$ cat config.mk
export PLATFORM = sky130hd
export DESIGN_NAME = register_map_round_robin_spill_flat
export DESIGN_NICKNAME = d
export VERILOG_FILES = /design/src/rtl/rmrr_pkg.sv /design/src/rtl/rmrr_if.sv /design/src/rtl/rmrr_var_table.sv /design/src/rtl/rmrr_reg_table.sv /design/src/rtl/register_map_round_robin_spill.sv /design/src/flat_wrapper.sv
export VERILOG_INCLUDE_DIRS = /design/src /design/src/rtl
export SDC_FILE = /design/constraint.sdc
export NUM_CORES = 1
export LEC_CHECK = 0
export ABC_CLOCK_PERIOD_IN_PS = 3200
export BUFFER_PORTS_ARGS = -buffer_cell sky130_fd_sc_hd__clkbuf_2
export CORE_MARGIN = 2
export CORE_UTILIZATION = 56
export DETAILED_ROUTE_END_ITERATION = 7
export PLACE_DENSITY = 0.83
export SYNTH_ARGS = -nofsm -noshare
export SYNTH_HDL_FRONTEND = slang
export SYNTH_SLANG_ARGS = --single-unit
$ cat constraint.sdc
create_clock -name clk -period 3.2 [get_ports clk]
set_input_delay 0.16 -clock clk [delete_from_list [all_inputs] [get_ports clk]]
set_output_delay 0.16 -clock clk [all_outputs]
set_load 0.02 [all_outputs]
$ cat src/rtl/assert_macros.svh
// ----------------------------------------------------------------------------
// assert_macros.svh
// Concurrent assertion helpers, clocked on clk and disabled in reset.
// ----------------------------------------------------------------------------
`ifndef ASSERT_MACROS_SVH
`define ASSERT_MACROS_SVH

// Plain property, checked at every edge outside reset
`define RMRR_ASSERT(label, prop, msg) \
	label: assert property (@(posedge clk) disable iff (!arst_n) prop) else $error(msg);

// Antecedent this edge, consequent at the next edge
`define RMRR_ASSERT_NEXT(label, ante, cons, msg) \
	label: assert property (@(posedge clk) disable iff (!arst_n) (ante) |=> (cons)) \
		else $error(msg);

`endif

$ cat src/rtl/rmrr_pkg.sv
// ----------------------------------------------------------------------------
// rmrr_pkg
// Types and fixed constants of the round-robin register mapper.
// ----------------------------------------------------------------------------
`default_nettype none

package rmrr_pkg;

	localparam int VAR_W = 5;   // variable id field
	localparam int REG_W = 5;   // physical register field
	localparam int PTR_W = 6;   // free pointer, may run one past the last register

	// victim search gives up after this many skips
	localparam logic [PTR_W-1:0] MAX_VICTIM_STEPS = 6'd32;

	typedef enum logic {
		CMD_GET   = 1'b0,
		CMD_FLUSH = 1'b1
	} cmd_t;

	typedef enum logic [1:0] {
		EV_STORE      = 2'd0,
		EV_LOAD       = 2'd1,
		EV_GRANT      = 2'd2,
		EV_FLUSH_DONE = 2'd3
	} ev_kind_t;

	typedef struct packed {
		cmd_t             command;
		logic [VAR_W-1:0] var_id;
		logic [VAR_W-1:0] pin_result_var;
		logic             pin_op1_valid;
		logic [VAR_W-1:0] pin_op1_var;
		logic             pin_op2_valid;
		logic [VAR_W-1:0] pin_op2_var;
	} in_item_t;

	typedef struct packed {
		ev_kind_t         event_kind;
		logic [VAR_W-1:0] event_var;
		logic [REG_W-1:0] event_reg;
		logic             last;
	} out_item_t;

	typedef enum logic [2:0] {
		ST_IDLE,
		ST_LOOK,
		ST_VICTIM,
		ST_LOAD,
		ST_GRANT,
		ST_FL_RD,
		ST_FL_CHK,
		ST_FL_DONE
	} state_t;

	// strobes into the variable table
	typedef struct packed {
		logic rd_en;
		logic wr_en;
		logic clr_en;
		logic clr_all;
	} vt_ctl_t;

endpackage

`default_nettype wire

$ cat src/rtl/rmrr_if.sv
// ----------------------------------------------------------------------------
// rmrr_if
// Valid/ready channels for request items and event items.
// ----------------------------------------------------------------------------
`default_nettype none

interface rmrr_in_if;
	import rmrr_pkg::*;

	logic     valid;
	logic     ready;
	in_item_t item;

	modport source (output valid, output item, input ready);
	modport sink   (input valid, input item, output ready);
endinterface

interface rmrr_out_if;
	import rmrr_pkg::*;

	logic      valid;
	logic      ready;
	out_item_t item;

	modport source (output valid, output item, input ready);
	modport sink   (input valid, input item, output ready);
endinterface

`default_nettype wire

$ cat src/rtl/rmrr_var_table.sv
// ----------------------------------------------------------------------------
// rmrr_var_table
// Variable to register map: mapped flags in flops, register numbers in a
// synchronous memory with registered read.
// ----------------------------------------------------------------------------
`default_nettype none

module rmrr_var_table #(
	parameter int NUM_VARS = 32,
	parameter int VIDX_W   = 5
) (
	input  wire                      clk,
	input  wire                      arst_n,
	input  rmrr_pkg::vt_ctl_t        ctl,
	input  wire [VIDX_W-1:0]         rd_addr,
	input  wire [VIDX_W-1:0]         wr_addr,
	input  wire [rmrr_pkg::REG_W-1:0] wr_reg,
	input  wire [VIDX_W-1:0]         clr_addr,
	output logic                     rd_mapped,
	output logic [rmrr_pkg::REG_W-1:0] rd_reg
);
	import rmrr_pkg::*;

	logic [NUM_VARS-1:0] mapped_q;
	logic [REG_W-1:0]    mem [NUM_VARS];
	logic                rd_mapped_q;
	logic [REG_W-1:0]    rd_reg_q;

	// mapped flags: set on write, cleared singly on eviction, all on flush
	always_ff @(posedge clk or negedge arst_n) begin
		if (!arst_n) begin
			mapped_q    <= '0;
			rd_mapped_q <= 1'b0;
		end else begin
			if (ctl.clr_all) begin
				mapped_q <= '0;
			end else if (ctl.clr_en) begin
				mapped_q[clr_addr] <= 1'b0;
			end else if (ctl.wr_en) begin
				mapped_q[wr_addr] <= 1'b1;
			end
			if (ctl.rd_en) begin
				rd_mapped_q <= mapped_q[rd_addr];
			end
		end
	end

	// register number storage
	always_ff @(posedge clk) begin
		if (ctl.wr_en) begin
			mem[wr_addr] <= wr_reg;
		end
		if (ctl.rd_en) begin
			rd_reg_q <= mem[rd_addr];
		end
	end

	assign rd_mapped = rd_mapped_q;
	assign rd_reg    = rd_reg_q;

endmodule

`default_nettype wire

$ cat src/rtl/rmrr_reg_table.sv
// ----------------------------------------------------------------------------
// rmrr_reg_table
// Register to variable reverse map, one synchronous memory, read every cycle.
// ----------------------------------------------------------------------------
`default_nettype none

module rmrr_reg_table #(
	parameter int NUM_REGS = 17,
	parameter int RIDX_W   = 5
) (
	input  wire                        clk,
	input  wire                        wr_en,
	input  wire [RIDX_W-1:0]           wr_addr,
	input  wire [rmrr_pkg::VAR_W-1:0]  wr_var,
	input  wire [RIDX_W-1:0]           rd_addr,
	output logic [rmrr_pkg::VAR_W-1:0] rd_var
);
	import rmrr_pkg::*;

	logic [VAR_W-1:0] mem [NUM_REGS];
	logic [VAR_W-1:0] rd_var_q;

	// holder storage, registered read
	always_ff @(posedge clk) begin
		if (wr_en) begin
			mem[wr_addr] <= wr_var;
		end
		rd_var_q <= mem[rd_addr];
	end

	assign rd_var = rd_var_q;

endmodule

`default_nettype wire

$ cat src/rtl/register_map_round_robin_spill.sv
// ----------------------------------------------------------------------------
// register_map_round_robin_spill
// Maps variables onto physical registers FIRST_REG..LAST_REG with
// round-robin eviction and spill/load events; flush writes all back.
// ----------------------------------------------------------------------------
// One request item is handled at a time. A hit or an out-of-range variable
// gets its grant from the look state; a miss served from a never-used
// register passes the look, load and grant states; a miss that evicts
// passes look, victim, load and grant, the victim state skipping each
// pinned register under the victim pointer before its store event. Events
// go through the output register on evt; the last one returns the
// sequencer to idle at that same edge. Table reads are registered; the
// reverse table is searched one entry a cycle. A flush reads and then
// checks each variable, emitting a store for a mapped one from the check
// state, then ends with the done event. Back-pressure on evt holds every
// emitting state. The reverse table needs no clearing pass after reset.
`default_nettype none

module register_map_round_robin_spill #(
	parameter int NUM_VARS  = 32,
	parameter int FIRST_REG = 8,
	parameter int LAST_REG  = 24
) (
	input wire          clk,
	input wire          arst_n,
	rmrr_in_if.sink     cmd,
	rmrr_out_if.source  evt
);
	import rmrr_pkg::*;

	`include "assert_macros.svh"

	localparam int VIDX_W   = (NUM_VARS > 1) ? $clog2(NUM_VARS) : 1;
	localparam int NUM_REGS = LAST_REG - FIRST_REG + 1;
	localparam int RIDX_W   = (NUM_REGS > 1) ? $clog2(NUM_REGS) : 1;

	state_t            state_q, state_d;
	in_item_t          item_q;
	logic [REG_W-1:0]  reg_sel_q, reg_sel_d;
	logic [PTR_W-1:0]  next_free_q, next_free_d;
	logic [REG_W-1:0]  victim_q, victim_d;
	logic [PTR_W-1:0]  steps_q, steps_d;
	logic [VIDX_W-1:0] scan_q, scan_d;

	logic              oval_q;
	out_item_t         oitem_q;

	logic              accept, slot_free, emit;
	out_item_t         ev_item;

	vt_ctl_t           vt_ctl;
	logic [VIDX_W-1:0] vt_rd_addr, vt_clr_addr, var_idx;
	logic              vt_rd_mapped;
	logic [REG_W-1:0]  vt_rd_reg;

	logic              rt_wr_en;
	logic [RIDX_W-1:0] rt_wr_addr, rt_rd_addr;
	logic [VAR_W-1:0]  rt_rd_var;

	logic [VAR_W-1:0]  victim_var;
	logic              pinned, var_out_of_range;
	logic [REG_W-1:0]  victim_adv;

	assign cmd.ready = (state_q == ST_IDLE);
	assign accept    = cmd.valid && cmd.ready;
	assign slot_free = !oval_q || evt.ready;

	assign var_idx          = VIDX_W'(item_q.var_id);
	assign var_out_of_range = PTR_W'(item_q.var_id) >= PTR_W'(NUM_VARS);

	// victim candidate checks
	assign victim_var = rt_rd_var;
	assign pinned     = (victim_var == item_q.pin_result_var)
		|| (item_q.pin_op1_valid && (victim_var == item_q.pin_op1_var))
		|| (item_q.pin_op2_valid && (victim_var == item_q.pin_op2_var));
	assign victim_adv = (victim_q >= REG_W'(LAST_REG)) ? REG_W'(FIRST_REG)
		: victim_q + REG_W'(1);

	// reverse table is read at the pointer value of the next cycle
	assign rt_rd_addr = RIDX_W'(victim_d - REG_W'(FIRST_REG));
	assign rt_wr_addr = RIDX_W'(reg_sel_q - REG_W'(FIRST_REG));

	// state register and pointers
	always_ff @(posedge clk or negedge arst_n) begin
		if (!arst_n) begin
			state_q     <= ST_IDLE;
			next_free_q <= PTR_W'(FIRST_REG);
			victim_q    <= REG_W'(FIRST_REG);
			steps_q     <= '0;
			scan_q      <= '0;
		end else begin
			state_q     <= state_d;
			next_free_q <= next_free_d;
			victim_q    <= victim_d;
			steps_q     <= steps_d;
			scan_q      <= scan_d;
		end
	end

	// request and selected register
	always_ff @(posedge clk) begin
		if (accept) begin
			item_q <= cmd.item;
		end
		reg_sel_q <= reg_sel_d;
	end

	// sequencer: next state, table accesses, events
	always_comb begin
		state_d     = state_q;
		reg_sel_d   = reg_sel_q;
		next_free_d = next_free_q;
		victim_d    = victim_q;
		steps_d     = steps_q;
		scan_d      = scan_q;
		vt_ctl      = '0;
		vt_rd_addr  = scan_q;
		vt_clr_addr = VIDX_W'(victim_var);
		rt_wr_en    = 1'b0;
		emit        = 1'b0;
		ev_item     = '{event_kind: EV_GRANT, event_var: item_q.var_id,
			event_reg: reg_sel_q, last: 1'b0};

		unique case (state_q)
			ST_IDLE: begin
				if (accept) begin
					vt_ctl.rd_en = 1'b1;
					vt_rd_addr   = VIDX_W'(cmd.item.var_id);
					scan_d       = '0;
					state_d      = (cmd.item.command == CMD_FLUSH) ? ST_FL_RD : ST_LOOK;
				end
			end
			ST_LOOK: begin
				steps_d = '0;
				if (var_out_of_range) begin
					ev_item.event_reg = '0;
					ev_item.last      = 1'b1;
					emit              = slot_free;
					if (slot_free) state_d = ST_IDLE;
				end else if (vt_rd_mapped) begin
					ev_item.event_reg = vt_rd_reg;
					ev_item.last      = 1'b1;
					emit              = slot_free;
					if (slot_free) state_d = ST_IDLE;
				end else if (next_free_q <= PTR_W'(LAST_REG)) begin
					reg_sel_d   = next_free_q[REG_W-1:0];
					next_free_d = next_free_q + PTR_W'(1);
					state_d     = ST_LOAD;
				end else begin
					state_d = ST_VICTIM;
				end
			end
			ST_VICTIM: begin
				if (pinned && (steps_q < MAX_VICTIM_STEPS)) begin
					victim_d = victim_adv;
					steps_d  = steps_q + PTR_W'(1);
				end else begin
					ev_item.event_kind = EV_STORE;
					ev_item.event_var  = victim_var;
					ev_item.event_reg  = victim_q;
					emit               = slot_free;
					if (slot_free) begin
						vt_ctl.clr_en = PTR_W'(victim_var) < PTR_W'(NUM_VARS);
						reg_sel_d     = victim_q;
						victim_d      = victim_adv;
						state_d       = ST_LOAD;
					end
				end
			end
			ST_LOAD: begin
				ev_item.event_kind = EV_LOAD;
				emit               = slot_free;
				if (slot_free) begin
					vt_ctl.wr_en = 1'b1;
					rt_wr_en     = 1'b1;
					state_d      = ST_GRANT;
				end
			end
			ST_GRANT: begin
				ev_item.last = 1'b1;
				emit         = slot_free;
				if (slot_free) state_d = ST_IDLE;
			end
			ST_FL_RD: begin
				vt_ctl.rd_en = 1'b1;
				state_d      = ST_FL_CHK;
			end
			ST_FL_CHK: begin
				ev_item.event_kind = EV_STORE;
				ev_item.event_var  = VAR_W'(scan_q);
				ev_item.event_reg  = vt_rd_reg;
				emit               = vt_rd_mapped && slot_free;
				if (!vt_rd_mapped || slot_free) begin
					if (scan_q == VIDX_W'(NUM_VARS - 1)) begin
						state_d = ST_FL_DONE;
					end else begin
						scan_d  = scan_q + VIDX_W'(1);
						state_d = ST_FL_RD;
					end
				end
			end
			ST_FL_DONE: begin
				ev_item = '{event_kind: EV_FLUSH_DONE, event_var: '0,
					event_reg: '0, last: 1'b1};
				emit    = slot_free;
				if (slot_free) begin
					vt_ctl.clr_all = 1'b1;
					next_free_d    = PTR_W'(FIRST_REG);
					victim_d       = REG_W'(FIRST_REG);
					state_d        = ST_IDLE;
				end
			end
			default: state_d = ST_IDLE;
		endcase
	end

	// output register
	always_ff @(posedge clk or negedge arst_n) begin
		if (!arst_n) begin
			oval_q <= 1'b0;
		end else if (emit) begin
			oval_q <= 1'b1;
		end else if (evt.ready) begin
			oval_q <= 1'b0;
		end
	end

	always_ff @(posedge clk) begin
		if (emit) begin
			oitem_q <= ev_item;
		end
	end

	assign evt.valid = oval_q;
	assign evt.item  = oitem_q;

	rmrr_var_table #(
		.NUM_VARS (NUM_VARS),
		.VIDX_W   (VIDX_W)
	) u_var_table (
		.clk       (clk),
		.arst_n    (arst_n),
		.ctl       (vt_ctl),
		.rd_addr   (vt_rd_addr),
		.wr_addr   (var_idx),
		.wr_reg    (reg_sel_q),
		.clr_addr  (vt_clr_addr),
		.rd_mapped (vt_rd_mapped),
		.rd_reg    (vt_rd_reg)
	);

	rmrr_reg_table #(
		.NUM_REGS (NUM_REGS),
		.RIDX_W   (RIDX_W)
	) u_reg_table (
		.clk     (clk),
		.wr_en   (rt_wr_en),
		.wr_addr (rt_wr_addr),
		.wr_var  (item_q.var_id),
		.rd_addr (rt_rd_addr),
		.rd_var  (rt_rd_var)
	);

	// checks
	`RMRR_ASSERT(a_free_ptr_range, next_free_q <= PTR_W'(LAST_REG + 1), "free pointer past end")
	`RMRR_ASSERT(a_steps_bound, steps_q <= MAX_VICTIM_STEPS, "victim search overran")
	`RMRR_ASSERT_NEXT(a_accept_busy, accept, state_q != ST_IDLE, "accepted item not started")
	`RMRR_ASSERT_NEXT(a_last_ends_item, emit && ev_item.last, state_q == ST_IDLE, "last not ending")
	`RMRR_ASSERT_NEXT(a_spill_then_load, emit && state_q == ST_VICTIM, state_q == ST_LOAD, "no load")

endmodule

`default_nettype wire
$ cat src/flat_wrapper.sv
// flat-port wrapper written by rule: the top's interface ports become plain ports
module register_map_round_robin_spill_flat import rmrr_pkg::*;
#(
	parameter int NUM_VARS  = 32,
	parameter int FIRST_REG = 8,
	parameter int LAST_REG  = 24
)
  (clk, arst_n, cmd_valid, cmd_item, cmd_ready, evt_valid, evt_item, evt_ready);
  rmrr_in_if cmd_i ();
  rmrr_out_if evt_i ();
  input wire clk;
  input wire arst_n;
  input wire logic [$bits(cmd_i.valid)-1:0] cmd_valid;
  input wire logic [$bits(cmd_i.item)-1:0] cmd_item;
  output wire logic [$bits(cmd_i.ready)-1:0] cmd_ready;
  output wire logic [$bits(evt_i.valid)-1:0] evt_valid;
  output wire logic [$bits(evt_i.item)-1:0] evt_item;
  input wire logic [$bits(evt_i.ready)-1:0] evt_ready;
  assign cmd_i.valid = cmd_valid;
  assign cmd_i.item = cmd_item;
  assign cmd_ready = cmd_i.ready;
  assign evt_valid = evt_i.valid;
  assign evt_item = evt_i.item;
  assign evt_i.ready = evt_ready;
  register_map_round_robin_spill #(.NUM_VARS(NUM_VARS), .FIRST_REG(FIRST_REG), .LAST_REG(LAST_REG)) u_core (.clk(clk), .arst_n(arst_n), .cmd(cmd_i), .evt(evt_i));
endmodule
* After elaboration in Yosys (flattened, before gate mapping)
Memory sizes are Yosys's and may differ from the RTL's. A register that Yosys moved wholly into a read port is not among the register bits.
Index checks and enable logic that the tools add are counted.
** Storage, ports and cells
- Memories :: 2
- Word-level logic and storage cells :: 147
- Register bits :: 99
- Bits in writable memories :: 245
** Memories
- u_core.u_var_table.mem :: depth 32, width 5, rd ports 1, clocked after Yosys merged registers in 1, write ports 1, RTL line rmrr_var_table.sv:25 : logic [REG_W-1:0] mem [NUM_VARS];
- u_core.u_reg_table.mem :: depth 17, width 5, rd ports 1, clocked after Yosys merged registers in 1, write ports 1, RTL line rmrr_reg_table.sv:20 : logic [VAR_W-1:0] mem [NUM_REGS];
** Operators by class
- Add/subtract/negate cells :: 6
- Eq/ne operators :: 21
- Muxes and demuxes :: 62
- Reductions and logical operators :: 26
- Magnitude comparators :: 8
- Bitwise operators :: 3
** Operators by type and width (number)
- $mux W32 :: 3
- $mux W5 :: 13
- $and A32 B32 Y32 :: 1
- $not A32 Y32 :: 1
- $or A32 B32 Y32 :: 1
- $mux W6 :: 5
- $pmux W5 S2 :: 3
- $mux W3 :: 8
- $pmux W6 S2 :: 2
- $pmux W3 S7 :: 1
- $pmux W5 S4 :: 1
- $lt A5 B6 Y1 const B :: 3
- $mux W1 :: 16
- $eq A5 B5 Y1 :: 3
- $pmux W5 S3 :: 1
- $add A6 B1 Y6 const B :: 2
- $eq A3 B3 Y1 const B :: 4
- $mux W12 :: 1
- $ne A2 B1 Y1 const B :: 6
- $add A5 B1 Y5 const B :: 2
- $demux W1 S5 :: 2
- $ge A5 B1 Y1 const B :: 2
- $reduce_and A5 Y1 :: 2
- $sub A5 B4 Y5 const B :: 2
- other kinds (22) :: 41

* Longest topological paths before layout
- Depth in word-level cells :: 9
- Mapped depth :: 13
- Mapped depth without buffers :: 10

* Modules after synthesis
From an unflattened synthesis, not the netlist that was laid out.
** Second synthesis, totals
- Cell total of the unflattened synthesis :: 962
- Area total of the unflattened synthesis :: 15184.6 sq um
** Modules (own cells, without submodules)
- rmrr_var_table :: instances 1, area each 8217.9 sq um, cells an instance 466
- rmrr_reg_table :: instances 1, area each 3559.7 sq um, cells an instance 188
- register_map_round_robin_spill :: instances 1, area each 3407.0 sq um, cells an instance 308

* Least setup slack after synthesis
Ideal clock, no wire load.
- Path kind :: register to register
- Start point :: reg u_core.state_q[1]
- End point :: reg u_core.u_var_table.rd_reg_q[0], in the netlist u_core.u_var_table.rd_reg[0], read port of u_core.u_var_table.mem (data pin)
- Path buffers :: 3
- Required time :: 2.932 ns
- Path slack :: -0.600 ns
- Period minus slack after synthesis :: 3.800 ns
- Arrival :: 3.532 ns
- Setup time :: 0.268 ns
- Stages on the path, launching flop included :: 13
- Path through :: dfrtp_1 -> buf_2 -> nor3_1 -> nand2_1 -> inv_2 -> mux2i_1 -> buf_2 -> buf_2 -> mux4_2 -> nand2_1 -> nand3_1 -> o211ai_1 -> o21ai_0
** Between the ends
- Cells in the longest elaborated chain, start to end :: 4
** Ends and longest elaborated chain
- start: declaration :: RTL line register_map_round_robin_spill.sv:37 : state_t state_q, state_d;
- start signal: assignment :: RTL line register_map_round_robin_spill.sv:92 : state_q <= state_d;
- $logic_not A3 Y1 (*) :: RTL line register_map_round_robin_spill.sv:64 : assign cmd.ready = (state_q == ST_IDLE);
- net cmd_ready :: RTL line flat_wrapper.sv:15 : output wire logic [$bits(cmd_i.ready)-1:0] cmd_ready;
- $logic_and A1 B1 Y1 (*) :: RTL line register_map_round_robin_spill.sv:65 : assign accept = cmd.valid && cmd.ready;
- net u_core.accept :: RTL line register_map_round_robin_spill.sv:48 : logic accept, slot_free, emit;
- $mux W1 / $mux W5 (equally long branches) :: RTL line register_map_round_robin_spill.sv:126 : if (accept) begin
- $pmux W1 S2 / $mux W5 (equally long branches) :: RTL line register_map_round_robin_spill.sv:124 : unique case (state_q)
- end: declaration :: RTL line rmrr_var_table.sv:27 : logic [REG_W-1:0] rd_reg_q;
The timed path passes the listed nets; every way through them passes the cells marked *.
A chain may end at the register's enable or synchronous reset.

* Final worst setup path
- Start point :: reg u_core.u_reg_table.rd_var_q[0], in the netlist u_core.u_reg_table.rd_var[0], read port of u_core.u_reg_table.mem
- End point :: reg u_core.u_reg_table.rd_var_q[0], in the netlist u_core.u_reg_table.rd_var[0], read port of u_core.u_reg_table.mem
** Between the ends
- Cells in the longest elaborated chain, start to end :: 8
** Ends and longest elaborated chain
- start: declaration :: RTL line rmrr_reg_table.sv:21 : logic [VAR_W-1:0] rd_var_q;
- $eq A5 B5 Y1 :: RTL line register_map_round_robin_spill.sv:74 : || (item_q.pin_op1_valid && (victim_var == item_q.pin_op1_var))
- $logic_and A1 B1 Y1 :: RTL line register_map_round_robin_spill.sv:74
- $logic_or A1 B1 Y1 :: RTL line register_map_round_robin_spill.sv:74
- $logic_or A1 B1 Y1 (*) :: RTL line register_map_round_robin_spill.sv:75 : || (item_q.pin_op2_valid && (victim_var == item_q.pin_op2_var));
- $logic_and A1 B1 Y1 (*) :: RTL line register_map_round_robin_spill.sv:154 : if (pinned && (steps_q < MAX_VICTIM_STEPS)) begin
- $mux W5 (*) :: RTL line register_map_round_robin_spill.sv:154
- $pmux W5 S2 (*) :: RTL line register_map_round_robin_spill.sv:124
- $sub A5 B4 Y5 (*) :: RTL line register_map_round_robin_spill.sv:80 : assign rt_rd_addr = RIDX_W'(victim_d - REG_W'(FIRST_REG));
Every way passes the cells marked *; elsewhere a longest branch is shown, timed or not.

==> impl_metrics.csv <==
group,metric,value,unit
die,die-area,28000,um^2
clock_network,clock_sinks,354,
logic_synthesis,synth_area,14900,um^2
timing,fin_setup_tns,0,ns
outcome,outcome,"complete, but fails checks",
placed_design,place_inst,1380,
grt,antenna_found_initial,0,
routing,drt-vias-per-instance,6.37,
logic_synthesis,synth_top_area_cell,"edfxtp_1",
grt,grt.total_usage,0.259,
logic_synthesis,synth_top_area_frac,0.583,
logic_synthesis,yosys_register_bits,354,
grt,grt_pass1_vias,9599,
timing,finalCriticalPeriod,3.07,ns
clock_network,clockBufferDepth,3,
timing,maxSlewViolCount,0,
worst_setup_path,path_class,"flip-flop to flip-flop",
logic_synthesis,synth_edf_count,290,
final_layout,nFillCells,1686,
logic_synthesis,ys_warn_count,0,
final_layout,area_delta_synth_final,16.1,%
logic_synthesis,synth_xor_area_frac,0.0135,
clock_network,cts.reportedPaths.clkPinSlew,0.07,ns
timing,worst_slack,0.131,ns
final_layout,drive_gt1_frac,0.241,
worst_setup_path,worstSetupStartpointType,"flip-flop",
timing,holdWs,0.163,ns
clock_network,root_buffer,"clkbuf_16",
logic_synthesis,synth_async_sr_flop_share,0.167,
logic_synthesis,yosysUniqueCellTypes,64,
logic_synthesis,synthAdderAreaFrac,0.00503,
placed_design,post-dp-hpwl,22600,um
worst_hold_path,hp-class,"input port to flip-flop",
die,initial_core_util,0.571,
timing,setup_violations,0,
routing,num_vias,9366,
die,core,26100,um^2
timing,max-slew-margin-rel,0.267,
routing,first_iter_violations,1466,
worst_setup_path,cp_max_fo,27,
placed_design,port_buffers,41,
timing,fin_crit_sh,0.959,
die,ios,42,
logic_synthesis,syn_inst,990,
worst_setup_path,cp-end-kind,"flip-flop",
die,die_x,167,um
routing,wl_per_cell,24.4,um
pwr,p_leak,6.35,nW
worst_setup_path,required,3.57,ns
final_layout,max_flop_register,"u_core.u_var_table.mem",
grt,grt_max_degree,41,
pwr,irDropWorstVdd,0.468,mV
die,fp.dieH,167,um
logic_synthesis,synth_top_cells_by_area,"edfxtp_1, dfrtp_1, mux4_2, nand2_1, mux2i_1",
clock_network,htree_levels,2,
logic_synthesis,ys_seq_area_frac,0.689,
outcome,violations,"DRC",
worst_setup_path,cp.arrival,3.44,ns
final_layout,largest_reg_flops,160,
logic_synthesis,synth_top_family_by_area,"multiplexers",
final_layout,top_regs,"u_core.u_var_table.mem x160, u_core.u_reg_table.mem x85, u_core.u_var_table.mapped_q x32",
routing,dr.pass1.iters,8,
logic_synthesis,syn_nets,1023,
routing,ant_nets,0,
timing,finalClockSkew,0.0277,ns
clock_network,clk_latency,0.53,ns
logic_synthesis,syn_area_per_cell,15.1,um^2
placed_design,pre_cts_slack,0.227,ns
placed_design,gp_congestion,0.852,
final_layout,stdcell_count,1471,
final_layout,n_antenna_cell,0,
job,cap_violations,0,
timing,tightest_slew,1.10,ns
logic_synthesis,synth-simple-area-share,0.0946,
pwr,powerDensity,866,nW/um^2
pwr,p_total,0.0150,W
routing,routed_wl,35900,um
clock_network,cts_tree,"built",
final_layout,layout.nets,1142,
clock_network,cts_buffers,36,
die,core.rowCount,59,
grt,overflow,0,
logic_synthesis,synth-compound-area-share,0.0632,
timing,fmax,0.326,GHz
timing,hold_viol,0,
logic_synthesis,synth_ff_type,"edfxtp_1",
logic_synthesis,muxShareOfSynthArea,0.113,
grt,grt_pass1_wl,54800,um
routing,drc,3,
[worst max-delay path: stages, from the launching register on]
cell	delay (ns)
dfxtp_2	0.43
xor2_1	0.23
nor4_2	0.09
and4b_4	0.20
or3_4	0.43
a32o_1	0.31
buf_12	0.18
and2_4	0.18
a22oi_1	0.21
nand2_1	0.15
a222oi_1	0.50
[path summary, 6_finish.rpt]
path                                                    start  slack, ns                              end  depth (start not counted)
min in group asynchronous                              arst_n       0.39               u_core.victim_q[4]                          2
worst min register to register  u_core.u_reg_table.mem[16][4]       0.50     u_core.u_reg_table.rd_var[4]                          1
worst max register to register   u_core.u_reg_table.rd_var[0]       0.13     u_core.u_reg_table.rd_var[0]                         10
worst max-delay path             u_core.u_reg_table.rd_var[0]       0.13     u_core.u_reg_table.rd_var[0]                         10
worst min-delay path                             cmd_item[22]       0.16                u_core.state_q[2]                          5
max in group asynchronous                              arst_n       1.91  u_core.u_var_table.mapped_q[20]                          3
[cell usage in the layout (no fill, tap or decap), types with 23 or more instances in the layout]
cell           instances
a31o_2                32
edfxtp_1             290
o21ai_0               23
nand3_1               24
mux4_2                48
clkbuf_16             37
clkbuf_2              41
dfrtp_1               57
dlygate4sd3_1         23
nand2_1              135
mux2i_1               40
buf_4                 59
nor2_1                85
[metrics by stage]
step / cell area (um^2) / util
after detailed placement: 15900 / 0.607
final: 17300 / 0.663
after CTS: 17300 / 0.661
after global routing: 17300 / 0.663
after floorplan: 15000 / -
after global placement: 15900 / 0.607
[layout make-up]
type,instances,area [um^2],share of cell area
multi-input combinational,568,4370,0.252
clock buffer,54,1040,0.0600
tap,335,419,0.0242
timing repair buffer,128,970,0.0560
sequential,354,10300,0.594
inverter,21,83.8,0.00484
clock inverter,11,144,0.00831
[cells by family (layout without fill, tap and decap cells)]
logic type | count (synthesis) | after routing
AO/OA/AOI/OAI | 124 | 124
flip-flops | 354 | 354
XOR/XNOR | 23 | 23
buffers and inverters | 68 | 214
AND/OR/NAND/NOR | 309 | 309
multiplexers | 106 | 106
adder cells (fa/ha/maj) | 6 | 6
[cells in the mapped netlist, types with 2 or more instances]
cell      number
a41oi_1        2
xor2_1        12
buf_4          6
edfxtp_1     290
or3b_2         3
a22oi_1       12
dfstp_2        2
o221ai_1       4
nor3b_1        6
nand2_1      135
buf_2         11
buf_1          2
and3b_1        3
nand3_1       24
a222oi_1      12
mux4_2        48
nand4_1        6
o211ai_1       5
nor2b_1        8
o21ai_0       23
nor3_1         4
xnor2_1       11
and3_1         4
clkbuf_1      24
mux2i_1       43
ha_1           6
mux2_2        15
nand3b_1       9
nand2b_1       6
nor2_1        85
a211oi_1       3
a311o_1        2
dfrtp_1       57
a31o_2        33
a221o_1        3
inv_1         20
a21oi_1       12
or3_1          5
dfxtp_1        5
buf_6          3
a31oi_1        3
[what timing repair did]
action                                 in CTS  in global routing
endpoints found under the hold margin      59                  0
hold buffers                               23                  0
setup endpoints to repair                   0                  4
gates resized for setup                     0                  8
buffers inserted                            0                  3
[layer usage]
layer | routed length, um | global-route usage
met3 | 3060 | 0.0473
met5 | 0 | 0
met1 | 13600 | 0.331
met2 | 17600 | 0.431
met4 | 1650 | 0.126
[report_power, final]
group          switching, W  internal, W
Sequential         0.000513      0.00585
Combinational       0.00257      0.00185
Clock               0.00172      0.00250
Total               0.00480       0.0102
(Power assumes the default switching activity.)
